$ cat src/hw/rtl/assert_macros.svh
// Assertion helpers for the RTL. Each macro expects aclk and aresetn in scope.
`ifndef ASSERT_MACROS_SVH
`define ASSERT_MACROS_SVH

// Same-cycle implication
`define ASSERT_SAME(label, ante, cons) \
    label: assert property (@(posedge aclk) disable iff (!aresetn) (ante) |-> (cons)) \
        else $error("assertion failed");

// Next-cycle implication
`define ASSERT_NEXT(label, ante, cons) \
    label: assert property (@(posedge aclk) disable iff (!aresetn) (ante) |=> (cons)) \
        else $error("assertion failed");

`endif

$ cat src/hw/rtl/trfp_pkg.sv
// ----------------------------------------------------------------------------
// trfp_pkg
// Constants and types for the typed record field parser.
// ----------------------------------------------------------------------------
package trfp_pkg;

    localparam int NUMBER_WIDTH = 32;
    // numbers saturate at 2^min(NUMBER_WIDTH,32)-1, so that is all we store
    localparam int NUM_W  = (NUMBER_WIDTH >= 32) ? 32 : NUMBER_WIDTH;
    localparam int WIDE_W = NUM_W + 4;
    localparam int FIELD_W = 32;

    localparam logic [7:0] CHAR_A     = 8'h41;
    localparam logic [7:0] CHAR_B     = 8'h42;
    localparam logic [7:0] CHAR_D     = 8'h44;
    localparam logic [7:0] CHAR_COMMA = 8'h2C;
    localparam logic [7:0] CHAR_ZERO  = 8'h30;
    localparam logic [7:0] CHAR_NINE  = 8'h39;
    localparam int         RADIX      = 10;

    localparam logic KIND_HEADER = 1'b0;
    localparam logic KIND_TEXT   = 1'b1;

    typedef enum logic [6:0] {
        PH_TYPE     = 7'b0000001,
        PH_SKIP     = 7'b0000010,
        PH_VERSION  = 7'b0000100,
        PH_SCOPE    = 7'b0001000,
        PH_POSITION = 7'b0010000,
        PH_LENGTH   = 7'b0100000,
        PH_TEXT     = 7'b1000000
    } phase_t;

endpackage

$ cat src/hw/rtl/typed_record_field_parser.sv
// ----------------------------------------------------------------------------
// typed_record_field_parser
// Parses "T,num,...,len,text" records one byte per transfer and emits a
// header result followed by one result per text byte.
// ----------------------------------------------------------------------------
// channel  dir  handshake          payload
// s_       in   s_valid/s_ready    s_in_byte
// m_       out  m_valid/m_ready    m_out_kind, m_rec_*, m_text_byte, m_last
//
// One byte per cycle while no result waits on a stalled output: the parse state updates at the input
// transfer and any result lands in the output register in the same edge.
// s_ready is low only while a result waits and m_ready is low.
// Reset (aresetn low, synchronous) returns the parser to waiting for a type
// byte and empties the output register.
`include "assert_macros.svh"

module typed_record_field_parser
    import trfp_pkg::*;
(
    input  logic                 aclk,
    input  logic                 aresetn,
    input  logic                 s_valid,
    output logic                 s_ready,
    input  logic [7:0]           s_in_byte,
    output logic                 m_valid,
    input  logic                 m_ready,
    output logic                 m_out_kind,
    output logic [7:0]           m_rec_type,
    output logic [FIELD_W-1:0]   m_rec_version,
    output logic [FIELD_W-1:0]   m_rec_scope,
    output logic [FIELD_W-1:0]   m_rec_position,
    output logic [FIELD_W-1:0]   m_rec_length,
    output logic [7:0]           m_text_byte,
    output logic                 m_last
);

    phase_t             phase_reg, phase_next;
    logic [7:0]         type_reg, type_next;
    logic [NUM_W-1:0]   acc_reg, acc_next;
    logic [NUM_W-1:0]   version_reg, version_next;
    logic [NUM_W-1:0]   scope_reg, scope_next;
    logic [NUM_W-1:0]   position_reg, position_next;
    logic [NUM_W-1:0]   length_reg, length_next;
    logic [NUM_W-1:0]   remaining_reg, remaining_next;

    logic               out_valid_reg;
    logic               out_kind_reg;
    logic [7:0]         out_type_reg;
    logic [NUM_W-1:0]   out_version_reg, out_scope_reg, out_position_reg, out_length_reg;
    logic [7:0]         out_text_reg;
    logic               out_last_reg;

    logic               in_fire;
    logic               res_load;
    logic               res_kind;
    logic [7:0]         res_text;
    logic               res_last;

    logic               is_ab, is_abd, is_comma, is_digit;
    logic [3:0]         digit;
    logic [WIDE_W-1:0]  acc_wide;
    logic [NUM_W-1:0]   acc_sat;
    logic [NUM_W-1:0]   remaining_dec;

    assign s_ready  = !out_valid_reg || m_ready;
    assign in_fire  = s_valid && s_ready;

    assign is_ab    = (type_reg == CHAR_A) || (type_reg == CHAR_B);
    assign is_abd   = is_ab || (type_reg == CHAR_D);
    assign is_comma = (s_in_byte == CHAR_COMMA);
    assign is_digit = (s_in_byte >= CHAR_ZERO) && (s_in_byte <= CHAR_NINE);
    assign digit    = is_digit ? 4'(s_in_byte - CHAR_ZERO) : 4'd0;

    // acc*10 + digit always fits in four extra bits; saturate on overflow
    assign acc_wide = WIDE_W'(acc_reg) * WIDE_W'(RADIX) + WIDE_W'(digit);
    assign acc_sat  = (acc_wide[WIDE_W-1:NUM_W] != 4'd0) ? {NUM_W{1'b1}}
                                                          : acc_wide[NUM_W-1:0];
    assign remaining_dec = remaining_reg - NUM_W'(1);

    always_comb begin
        phase_next     = phase_reg;
        type_next      = type_reg;
        acc_next       = acc_reg;
        version_next   = version_reg;
        scope_next     = scope_reg;
        position_next  = position_reg;
        length_next    = length_reg;
        remaining_next = remaining_reg;
        res_load       = 1'b0;
        res_kind       = KIND_HEADER;
        res_text       = 8'd0;
        res_last       = 1'b0;

        case (phase_reg)
            PH_TYPE: begin
                type_next      = s_in_byte;
                version_next   = '0;
                scope_next     = '0;
                position_next  = '0;
                length_next    = '0;
                remaining_next = '0;
                acc_next       = '0;
                phase_next     = PH_SKIP;
            end
            PH_SKIP: begin
                acc_next   = '0;
                phase_next = is_abd ? PH_VERSION : PH_LENGTH;
            end
            PH_VERSION, PH_SCOPE, PH_POSITION: begin
                if (!is_comma) begin
                    acc_next = acc_sat;
                end else begin
                    acc_next = '0;
                    if (phase_reg == PH_VERSION) begin
                        version_next = acc_reg;
                        phase_next   = is_ab ? PH_SCOPE : PH_LENGTH;
                    end else if (phase_reg == PH_SCOPE) begin
                        scope_next = acc_reg;
                        phase_next = PH_POSITION;
                    end else begin
                        position_next = acc_reg;
                        phase_next    = PH_LENGTH;
                    end
                end
            end
            PH_LENGTH: begin
                if (!is_comma) begin
                    acc_next = acc_sat;
                end else begin
                    length_next    = acc_reg;
                    remaining_next = acc_reg;
                    acc_next       = '0;
                    res_load       = 1'b1;
                    res_last       = (acc_reg == '0);
                    phase_next     = (acc_reg == '0) ? PH_TYPE : PH_TEXT;
                end
            end
            PH_TEXT: begin
                remaining_next = remaining_dec;
                res_load       = 1'b1;
                res_kind       = KIND_TEXT;
                res_text       = s_in_byte;
                res_last       = (remaining_dec == '0);
                if (remaining_dec == '0) begin
                    phase_next = PH_TYPE;
                end
            end
            default: begin
                phase_next = PH_TYPE;
            end
        endcase
    end

    always_ff @(posedge aclk) begin
        if (!aresetn) begin
            phase_reg     <= PH_TYPE;
            type_reg      <= '0;
            acc_reg       <= '0;
            version_reg   <= '0;
            scope_reg     <= '0;
            position_reg  <= '0;
            length_reg    <= '0;
            remaining_reg <= '0;
        end else if (in_fire) begin
            phase_reg     <= phase_next;
            type_reg      <= type_next;
            acc_reg       <= acc_next;
            version_reg   <= version_next;
            scope_reg     <= scope_next;
            position_reg  <= position_next;
            length_reg    <= length_next;
            remaining_reg <= remaining_next;
        end
    end

    // output register: control
    always_ff @(posedge aclk) begin
        if (!aresetn) begin
            out_valid_reg <= 1'b0;
        end else if (in_fire) begin
            out_valid_reg <= res_load;
        end else if (m_ready) begin
            out_valid_reg <= 1'b0;
        end
    end

    // output register: payload
    always_ff @(posedge aclk) begin
        if (in_fire && res_load) begin
            out_kind_reg     <= res_kind;
            out_type_reg     <= type_next;
            out_version_reg  <= version_next;
            out_scope_reg    <= scope_next;
            out_position_reg <= position_next;
            out_length_reg   <= length_next;
            out_text_reg     <= res_text;
            out_last_reg     <= res_last;
        end
    end

    assign m_valid        = out_valid_reg;
    assign m_out_kind     = out_kind_reg;
    assign m_rec_type     = out_type_reg;
    assign m_rec_version  = FIELD_W'(out_version_reg);
    assign m_rec_scope    = FIELD_W'(out_scope_reg);
    assign m_rec_position = FIELD_W'(out_position_reg);
    assign m_rec_length   = FIELD_W'(out_length_reg);
    assign m_text_byte    = out_text_reg;
    assign m_last         = out_last_reg;

    `ASSERT_SAME(a_text_has_bytes_left, phase_reg == PH_TEXT, remaining_reg != '0)
    `ASSERT_SAME(a_header_last_iff_empty, m_valid && (m_out_kind == KIND_HEADER), m_last == (m_rec_length == '0))
    `ASSERT_NEXT(a_last_returns_idle, in_fire && res_load && res_last, phase_reg == PH_TYPE)

endmodule
$ cat config.mk
export PLATFORM = sky130hd
export DESIGN_NAME = typed_record_field_parser
export DESIGN_NICKNAME = d
export VERILOG_FILES = /design/src/hw/rtl/trfp_pkg.sv /design/src/hw/rtl/typed_record_field_parser.sv
export VERILOG_INCLUDE_DIRS = /design/src /design/src/hw/rtl
export SDC_FILE = /design/constraint.sdc
export NUM_CORES = 1
export LEC_CHECK = 0
export BUFFER_PORTS_ARGS = -buffer_cell sky130_fd_sc_hd__buf_2
export CAP_MARGIN = 20
export CORE_UTILIZATION = 44
export DETAILED_ROUTE_END_ITERATION = 10
export GPL_TIMING_DRIVEN = 1
export SLEW_MARGIN = 20
export SYNTH_ARGS = -nofsm -noshare
export SYNTH_HDL_FRONTEND = slang
export SYNTH_SLANG_ARGS = --single-unit
$ cat constraint.sdc
create_clock -name aclk -period 8 [get_ports aclk]
set_input_delay 0.8 -clock aclk [delete_from_list [all_inputs] [get_ports aclk]]
set_output_delay 0.8 -clock aclk [all_outputs]
set_load 0.02 [all_outputs]
==> run_results.csv, run 1 <==
group,metric,value,unit
sta,final-max-slew-violation-count,0,
sta,report.final.setup_viol,0,
route,routedWlPerCell,19.9,um
route,totalWireLength,55.0,mm
sta,post-route-min-period,5.52,ns
synth,synth_compound_gate_area_share,17.5,%
power_and_ir_drop,power.static_leakage,7.10,nW
critical_path,cell_by_cell_trace_of_the_critical_path,"ha_1, ha_1, inv_1, fa_1, nand2b_1, a211o_1, a2111o_1, and3_1, nor3_2, nand4_1, nor4b_1, nand4b_1, mux2i_1, o41a_1, a311o_1",
grt,grt_max_degree,106,
clocking,clock_insertion_delay_worst_skew,0.54,ns
cells_and_area,layout.cells.most_common,"sky130_fd_sc_hd__nand2_1",
route,drc_errors,0,
route,ant_nets,0,
sta,hold_violations,0,
synth,synth_sequential_area_ratio,48.0,%
synth,number_of_flops_mapped_to_enable_cells_by_yosys,146,
clocking,cts_bufs_inserted,38,
floorplanning,design.die.area,0.0413,sq mm
sta,max_slew.worst_pin.slew,1.10,ns
grt,first_global_vias,14500,
cells_and_area,area_growth_syn_to_layout,13.8,%
clocking,tritoncts_clock_tree,"yes",
clocking,ctsRootBufferMaster,"sky130_fd_sc_hd__clkbuf_16",
cells_and_area,design.final.nets,2286,
synth,synthesis.area_per_instance,8.40,sq um
critical_path,critical_path_type,"register to register",
synth,synthArstFlopShare,0,%
route,via_density_per_instance,5.77,
critical_path,cp-end-kind,"register",
synth,synth_fp_nets,2200,
placed_design,gp_routability_congestion,0.931,
cells_and_area,antenna_cells,0,
synth,post_synth_xor_area_fraction,2.80,%
sta,setup_tns,0,ns
synth,yosysWarnings,0,
cells_and_area,nFillCells,3755,
critical_path,slowest_delay,0.70,ns
clocking,cts.htree.levels,2,
floorplanning,die-width,203,um
route,dr_total_vias,15900,
job,max_cap_violations,0,
cells_and_area,drive_above_1_share,12.5,%
worst_hold_path,min-delay-path-class,"register to register",
clocking,post_cts_buffers,0,
synth,synthDistinctLibCells,81,
grt,grt.overflow.total,0,
synth,synthMuxAreaShare,0.337,%
grt,initial_antenna_violation_count,0,
sta,grt_setup_unrepaired,"no",
critical_path,crit_path_max_fanout,26,
floorplanning,floorplan.core_area,0.0398,sq mm
sta,final_min_period_over_clock_period,69.0,%
clocking,cts.hold.buffers_added,0,
route,first_pass_iters,6,
synth,syn_area,0.0178,sq mm
placed_design,detailedPlacementHpwl,35.7,mm
synth,ys_seq_elements,354,
power_and_ir_drop,ir_drop,0.162,mV
critical_path,cp_top_family,"compound AO/OA/AOI/OAI gates",
synth,post_synth_inst_count,2121,
cells_and_area,non_filler_cell_area_final,0.0203,sq mm
placed_design,detailed_place.area,0.0190,sq mm
critical_path,worst_setup_path_start_kind,"register",
clocking,ctsLongestPathBuffers,3,
sta,slew_headroom,26.8,%
cells_and_area,most-common-layout-cells,"sky130_fd_sc_hd__nand2_1, sky130_fd_sc_hd__a21oi_1, sky130_fd_sc_hd__dfxtp_1",
clocking,cts.sink_count,354,
sta,worst_slack_setup_final,2.48,ns
grt,global_route.usage.total,25.8,%
critical_path,critPathBufInv,1,
critical_path,timing.critical_path.required,8.42,ns
floorplanning,ports_placed_on_the_boundary,160,
clocking,clkTransAtPathRegs,0.06,ns
critical_path,critPathSlowestCell,"sky130_fd_sc_hd__o41a_1",
placed_design,pre_cts_ws,2.63,ns
synth,synth_top_family_by_area,"simple AND/OR/NAND/NOR gates",
synth,synth_adder_area_share,4.79,%
synth,synthFlopType,"sky130_fd_sc_hd__dfxtp_1",
floorplanning,die_h,203,um
grt,grt_first_pass_wirelength,83.3,mm
route,drt-initial-drc-count,1534,
sta,max_clock_freq,181,MHz
critical_path,worst_path_arrival,5.94,ns
sta,fin_worst_skew,0.0271,ns
floorplanning,start_util,44.7,%
critical_path,cpMostUsedCell,"sky130_fd_sc_hd__ha_1",
floorplanning,floorplan.rows,73,
placed_design,port_buffers,159,
clocking,post_cts_resize_count,0,
status,run_status,"completed",
synth,synth-simple-area-share,23.0,%
power_and_ir_drop,powerDensity,196,mW/mm^2
cell families (layout without fill, tap and decap cells):
logic type | after synthesis | after routing
DFF | 354 | 354
buffers and inverters | 164 | 279
muxes | 6 | 6
xor gates and xnor gates | 57 | 57
and+or+nand+nor | 940 | 940
adders and majority gates | 67 | 67
AOI/OAI and AO/OA | 533 | 533
metrics by stage:
stage               power (mW)  util, %  instances  hold WS (ns)
floorplan                 2.12        -       2121         0.437
global placement          2.18     47.7       2692         0.441
detailed placement        2.18     47.7       2692         0.447
CTS                       4.00     50.9       2761         0.455
global route              4.10     50.9       2761         0.472
finish                    3.98     50.9       2761         0.455
metal layers:
layer / part of all wire (%) / track usage (%) / vias up
li1: - / - / 7611
met1: 45 / 36.6 / 7691
met2: 46 / 41.4 / 542
met3: 6.0 / 2.89 / 78
met4: 2.6 / 7.49 / 0
met5: 0 / 0 / -
Yosys cell counts (all sizes together) (4+ instances only):
library cell,number,area (sq um)
o31ai,4,30.0
nor2,121,454
xnor2,37,324
a31oi,6,37.5
xor2,20,175
nand3,24,120
a221oi,8,70.1
o211ai,7,57.6
nor3b,4,30.0
nand4,17,106
a221o,24,240
nand3b,8,67.6
a22oi,7,52.6
dfxtp,208,4160
nor4,24,180
nand2,609,2290
edfxtp,146,4380
buf,26,133
o21ai,187,936
a21o,8,60.1
or2,5,31.3
nor3,47,240
a211o,6,52.6
and4,7,61.3
mux2i,6,60.1
or3,13,86.3
clkbuf,118,445
ha,65,813
nand2b,7,43.8
a21oi,220,1100
and3,12,75.1
a211oi,18,135
inv,19,71.3
and2,20,125
nor2b,6,37.5
worst register-to-register path, cell delays in order, from the launching register on:
cell and delay (ns):
sky130_fd_sc_hd__dfxtp_1 0.62, sky130_fd_sc_hd__ha_1 0.24, sky130_fd_sc_hd__ha_1 0.16, sky130_fd_sc_hd__inv_1 0.06, sky130_fd_sc_hd__fa_1 0.39, sky130_fd_sc_hd__nand2b_1 0.21, sky130_fd_sc_hd__a211o_1 0.36, sky130_fd_sc_hd__a2111o_1 0.51
sky130_fd_sc_hd__and3_1 0.18, sky130_fd_sc_hd__nor3_2 0.30, sky130_fd_sc_hd__nand4_1 0.23, sky130_fd_sc_hd__nor4b_1 0.58, sky130_fd_sc_hd__nand4b_1 0.18, sky130_fd_sc_hd__mux2i_1 0.19, sky130_fd_sc_hd__o41a_1 0.70, sky130_fd_sc_hd__a311o_1 0.48
path summary, 6_finish.rpt:
check	depth (start not counted)	end	start	slack (ns)
worst max register to register	15	acc_reg[1]$_SDFFE_PN0P_	acc_reg[2]$_SDFFE_PN0P_	2.48
worst min register to register	2	length_reg[19]$_SDFFE_PN0P_	length_reg[19]$_SDFFE_PN0P_	0.45
worst max-delay path	15	acc_reg[1]$_SDFFE_PN0P_	acc_reg[2]$_SDFFE_PN0P_	2.48
worst min-delay path	2	length_reg[19]$_SDFFE_PN0P_	length_reg[19]$_SDFFE_PN0P_	0.45
cell type report:
class	instances	area [sq um]	area share, %
Multi-Input combinational cell	1603	8670	42.7
Sequential cell	354	8550	42.1
Clock buffer	53	1110	5.47
Timing Repair Buffer	190	1030	5.09
Tap cell	525	657	3.24
Clock inverter	16	186	0.919
Inverter	20	85.1	0.419
where the power goes:
| group | switching (mW) | internal, mW |
|---|---|---|
| Sequential | 0.0151 | 1.88 |
| Combinational | 0.187 | 0.0665 |
| Clock | 0.734 | 1.10 |
No activity file was read; power rests on OpenSTA's default activity.
==> run 2: changes to the inputs <==
==> constraint.sdc (replaced) <==
create_clock -name aclk -period 5.4 [get_ports aclk]
set_input_delay 0.54 -clock aclk [delete_from_list [all_inputs] [get_ports aclk]]
set_output_delay 0.54 -clock aclk [all_outputs]
set_load 0.02 [all_outputs]
==> run 2 against run 1 <==
Compared with the run above: sequential share of layout area fell by 0.46 points; sequential power rose by 48%; final cell count rose by 0.94%; core utilization rose by 0.56 points; highest routed layer unchanged.
==> run_results.csv, run 2 (synthesized netlist as in run 1, its figures left out) <==
group,metric,value,unit
critical_path,rrSetupSlack,0.48,ns
cells_and_area,seqCellArea,0.00855,sq mm
floorplanning,die-width,203,um
critical_path,critical_path.reg2reg.endpoint,"acc_reg[2]$_SDFFE_PN0P_",
sta,report.final.setup_viol,0,
critical_path,worst_r2r_path_depth,16,
floorplanning,floorplan.rows,73,
cells_and_area,most-common-layout-cells,"sky130_fd_sc_hd__nand2_1, sky130_fd_sc_hd__a21oi_1, sky130_fd_sc_hd__dfxtp_1",
critical_path,cp-end-kind,"register",
critical_path,cpMostUsedCell,"sky130_fd_sc_hd__ha_1",
power_and_ir_drop,powerDensity,289,mW/mm^2
critical_path,timing.critical_path.required,5.85,ns
placed_design,detailedPlacementHpwl,36.5,mm
worst_hold_path,worst_hold_path.endpoint,"m_text_byte[6]$_SDFFCE_PN0P_",
placed_design,detailed_place.area,0.0192,sq mm
grt,grt_first_pass_wirelength,85.1,mm
placed_design,gp_routability_congestion,0.919,
cells_and_area,design.final.nets,2310,
clocking,cts_bufs_inserted,39,
route,totalWireLength,56.0,mm
cells_and_area,antenna_cells,0,
route,first_pass_iters,7,
sta,slew_headroom,29.3,%
cells_and_area,multiInputGateArea,0.00867,sq mm
cells_and_area,nFillCells,3737,
route,drt-initial-drc-count,1435,
cells_and_area,layout.cells.most_common,"sky130_fd_sc_hd__nand2_1",
worst_hold_path,hold_start,"s_in_byte[6]",
floorplanning,ports_placed_on_the_boundary,160,
worst_hold_path,min-delay-path-class,"input port to register",
sta,hold_violations,0,
floorplanning,die_h,203,um
clocking,cts.hold.buffers_added,0,
critical_path,slowest_delay,0.52,ns
sta,setup_tns,0,ns
status,run_status,"completed",
grt,initial_antenna_violation_count,0,
critical_path,crit_path_max_fanout,26,
sta,max_slew.worst_pin.slew,1.06,ns
power_and_ir_drop,ir_drop,0.202,mV
job,max_cap_violations,0,
critical_path,worst_setup_path_start_kind,"register",
floorplanning,design.die.area,0.0413,sq mm
clocking,ctsLongestPathBuffers,3,
sta,fin_worst_skew,0.0236,ns
clocking,ctsRootBufferMaster,"sky130_fd_sc_hd__clkbuf_16",
route,drc_errors,0,
floorplanning,floorplan.core_area,0.0398,sq mm
critical_path,cell_by_cell_trace_of_the_critical_path,"ha_1, ha_1, inv_1, fa_1, nand2b_1, a211o_1, a2111o_1, and3_1, nor3_2, nand4_1, nor4b_2, nand4b_1, mux2i_1, o41a_1, buf_4, a311o_1",
critical_path,critPathSlowestCell,"sky130_fd_sc_hd__dfxtp_1",
grt,first_global_vias,14800,
sta,grt_setup_unrepaired,"no",
critical_path,worst_path_arrival,5.37,ns
clocking,clkTransAtPathRegs,0.06,ns
critical_path,timing.rr.start,"acc_reg[2]$_SDFFE_PN0P_",
route,ant_nets,0,
sta,post-route-min-period,4.92,ns
clocking,tritoncts_clock_tree,"yes",
grt,grt.overflow.total,0,
sta,fin_worst_hold_slack,0.296,ns
placed_design,dpl.cell_count,2715,
cells_and_area,final-instance-count-excl-fill,2787,
worst_hold_path,hold_path_depth,2,
route,routedWlPerCell,20.1,um
sta,final_min_period_over_clock_period,91.1,%
critical_path,critical_path_type,"register to register",
route,dr_total_vias,16000,
grt,global_route.usage.total,26.5,%
sta,final-max-slew-violation-count,0,
clocking,clock_insertion_delay_worst_skew,0.56,ns
clocking,cts.sink_count,354,
power_and_ir_drop,power.static_leakage,7.73,nW
placed_design,port_buffers,159,
clocking,cts.htree.levels,2,
sta,max_clock_freq,203,MHz
cells_and_area,drive_above_1_share,13.2,%
floorplanning,start_util,44.7,%
route,via_density_per_instance,5.73,
grt,grt_max_degree,126,
cells_and_area,area_growth_syn_to_layout,15.1,%
cells_and_area,non_filler_cell_area_final,0.0205,sq mm
[run 2: changes by cell type in the layout (fill, tap and decap cells not counted), sizes merged]
cell / delta
buf: +23
inv: -1
clkinvlp: +4
clkinv: -1
clkbuf: +1
[run 2: how the worst max path moves through the flow]
| stage | from | endpoint | slack [ns] |
|---|---|---|---|
| floorplan | phase_reg[3]$_SDFFE_PN0P_ | m_last$_DFFE_PP_ | 0.73 |
| global placement | acc_reg[2]$_SDFFE_PN0P_ | acc_reg[2]$_SDFFE_PN0P_ | 0.52 |
| detailed placement | acc_reg[2]$_SDFFE_PN0P_ | acc_reg[2]$_SDFFE_PN0P_ | 0.42 |
| CTS | acc_reg[2]$_SDFFE_PN0P_ | acc_reg[2]$_SDFFE_PN0P_ | 0.37 |
| global route | acc_reg[2]$_SDFFE_PN0P_ | acc_reg[1]$_SDFFE_PN0P_ | 0.18 |
| finish | acc_reg[2]$_SDFFE_PN0P_ | acc_reg[2]$_SDFFE_PN0P_ | 0.48 |
[run 2: worst max-delay path: cells and delay by family (launching register included)]
kind / cells / cell delay, ns
mux: 1 / 0.17
buf+inv: 2 / 0.28
fa+ha+maj: 3 / 0.79
flops: 1 / 0.52
simple gates: 6 / 1.50
compound gates: 4 / 1.53
[run 2: area by class of cell]
| class | instances | area share, % |
|---|---|---|
| tap | 525 | 3.20 |
| sequential | 354 | 41.7 |
| multi-input combinational | 1603 | 42.3 |
| clock inverter | 18 | 1.03 |
| timing repair buffer | 213 | 6.04 |
| inverter | 20 | 0.409 |
| clock buffer | 54 | 5.34 |
[run 2: routing by layer]
layer  wire (um)  GRT usage (%)
met5           0              0
met3        3410           4.52
met2       26000           42.2
met1       25000           36.2
met4        1630           9.08
[run 2: report_power, final]
group	total (mW)	switching, mW	internal, mW
sequential	2.80	0.0231	2.78
clock	2.74	1.12	1.62
combinational	0.388	0.282	0.105
total	5.93	1.43	4.51
[run 2: timing repair]
item,4_1_cts,5_1_grt
endpoints found under the setup margin,0,1
gates resized for setup,0,1
setup buffers,0,0
[run 2: metrics by stage]
step,power (mW),worst slack (ns),util (%)
global placement,3.24,0.524,48.2
floorplan,3.14,0.730,-
global route,6.11,0.176,51.5
CTS,5.97,0.369,51.5
detailed placement,3.24,0.418,48.2
finish,5.93,0.479,51.5
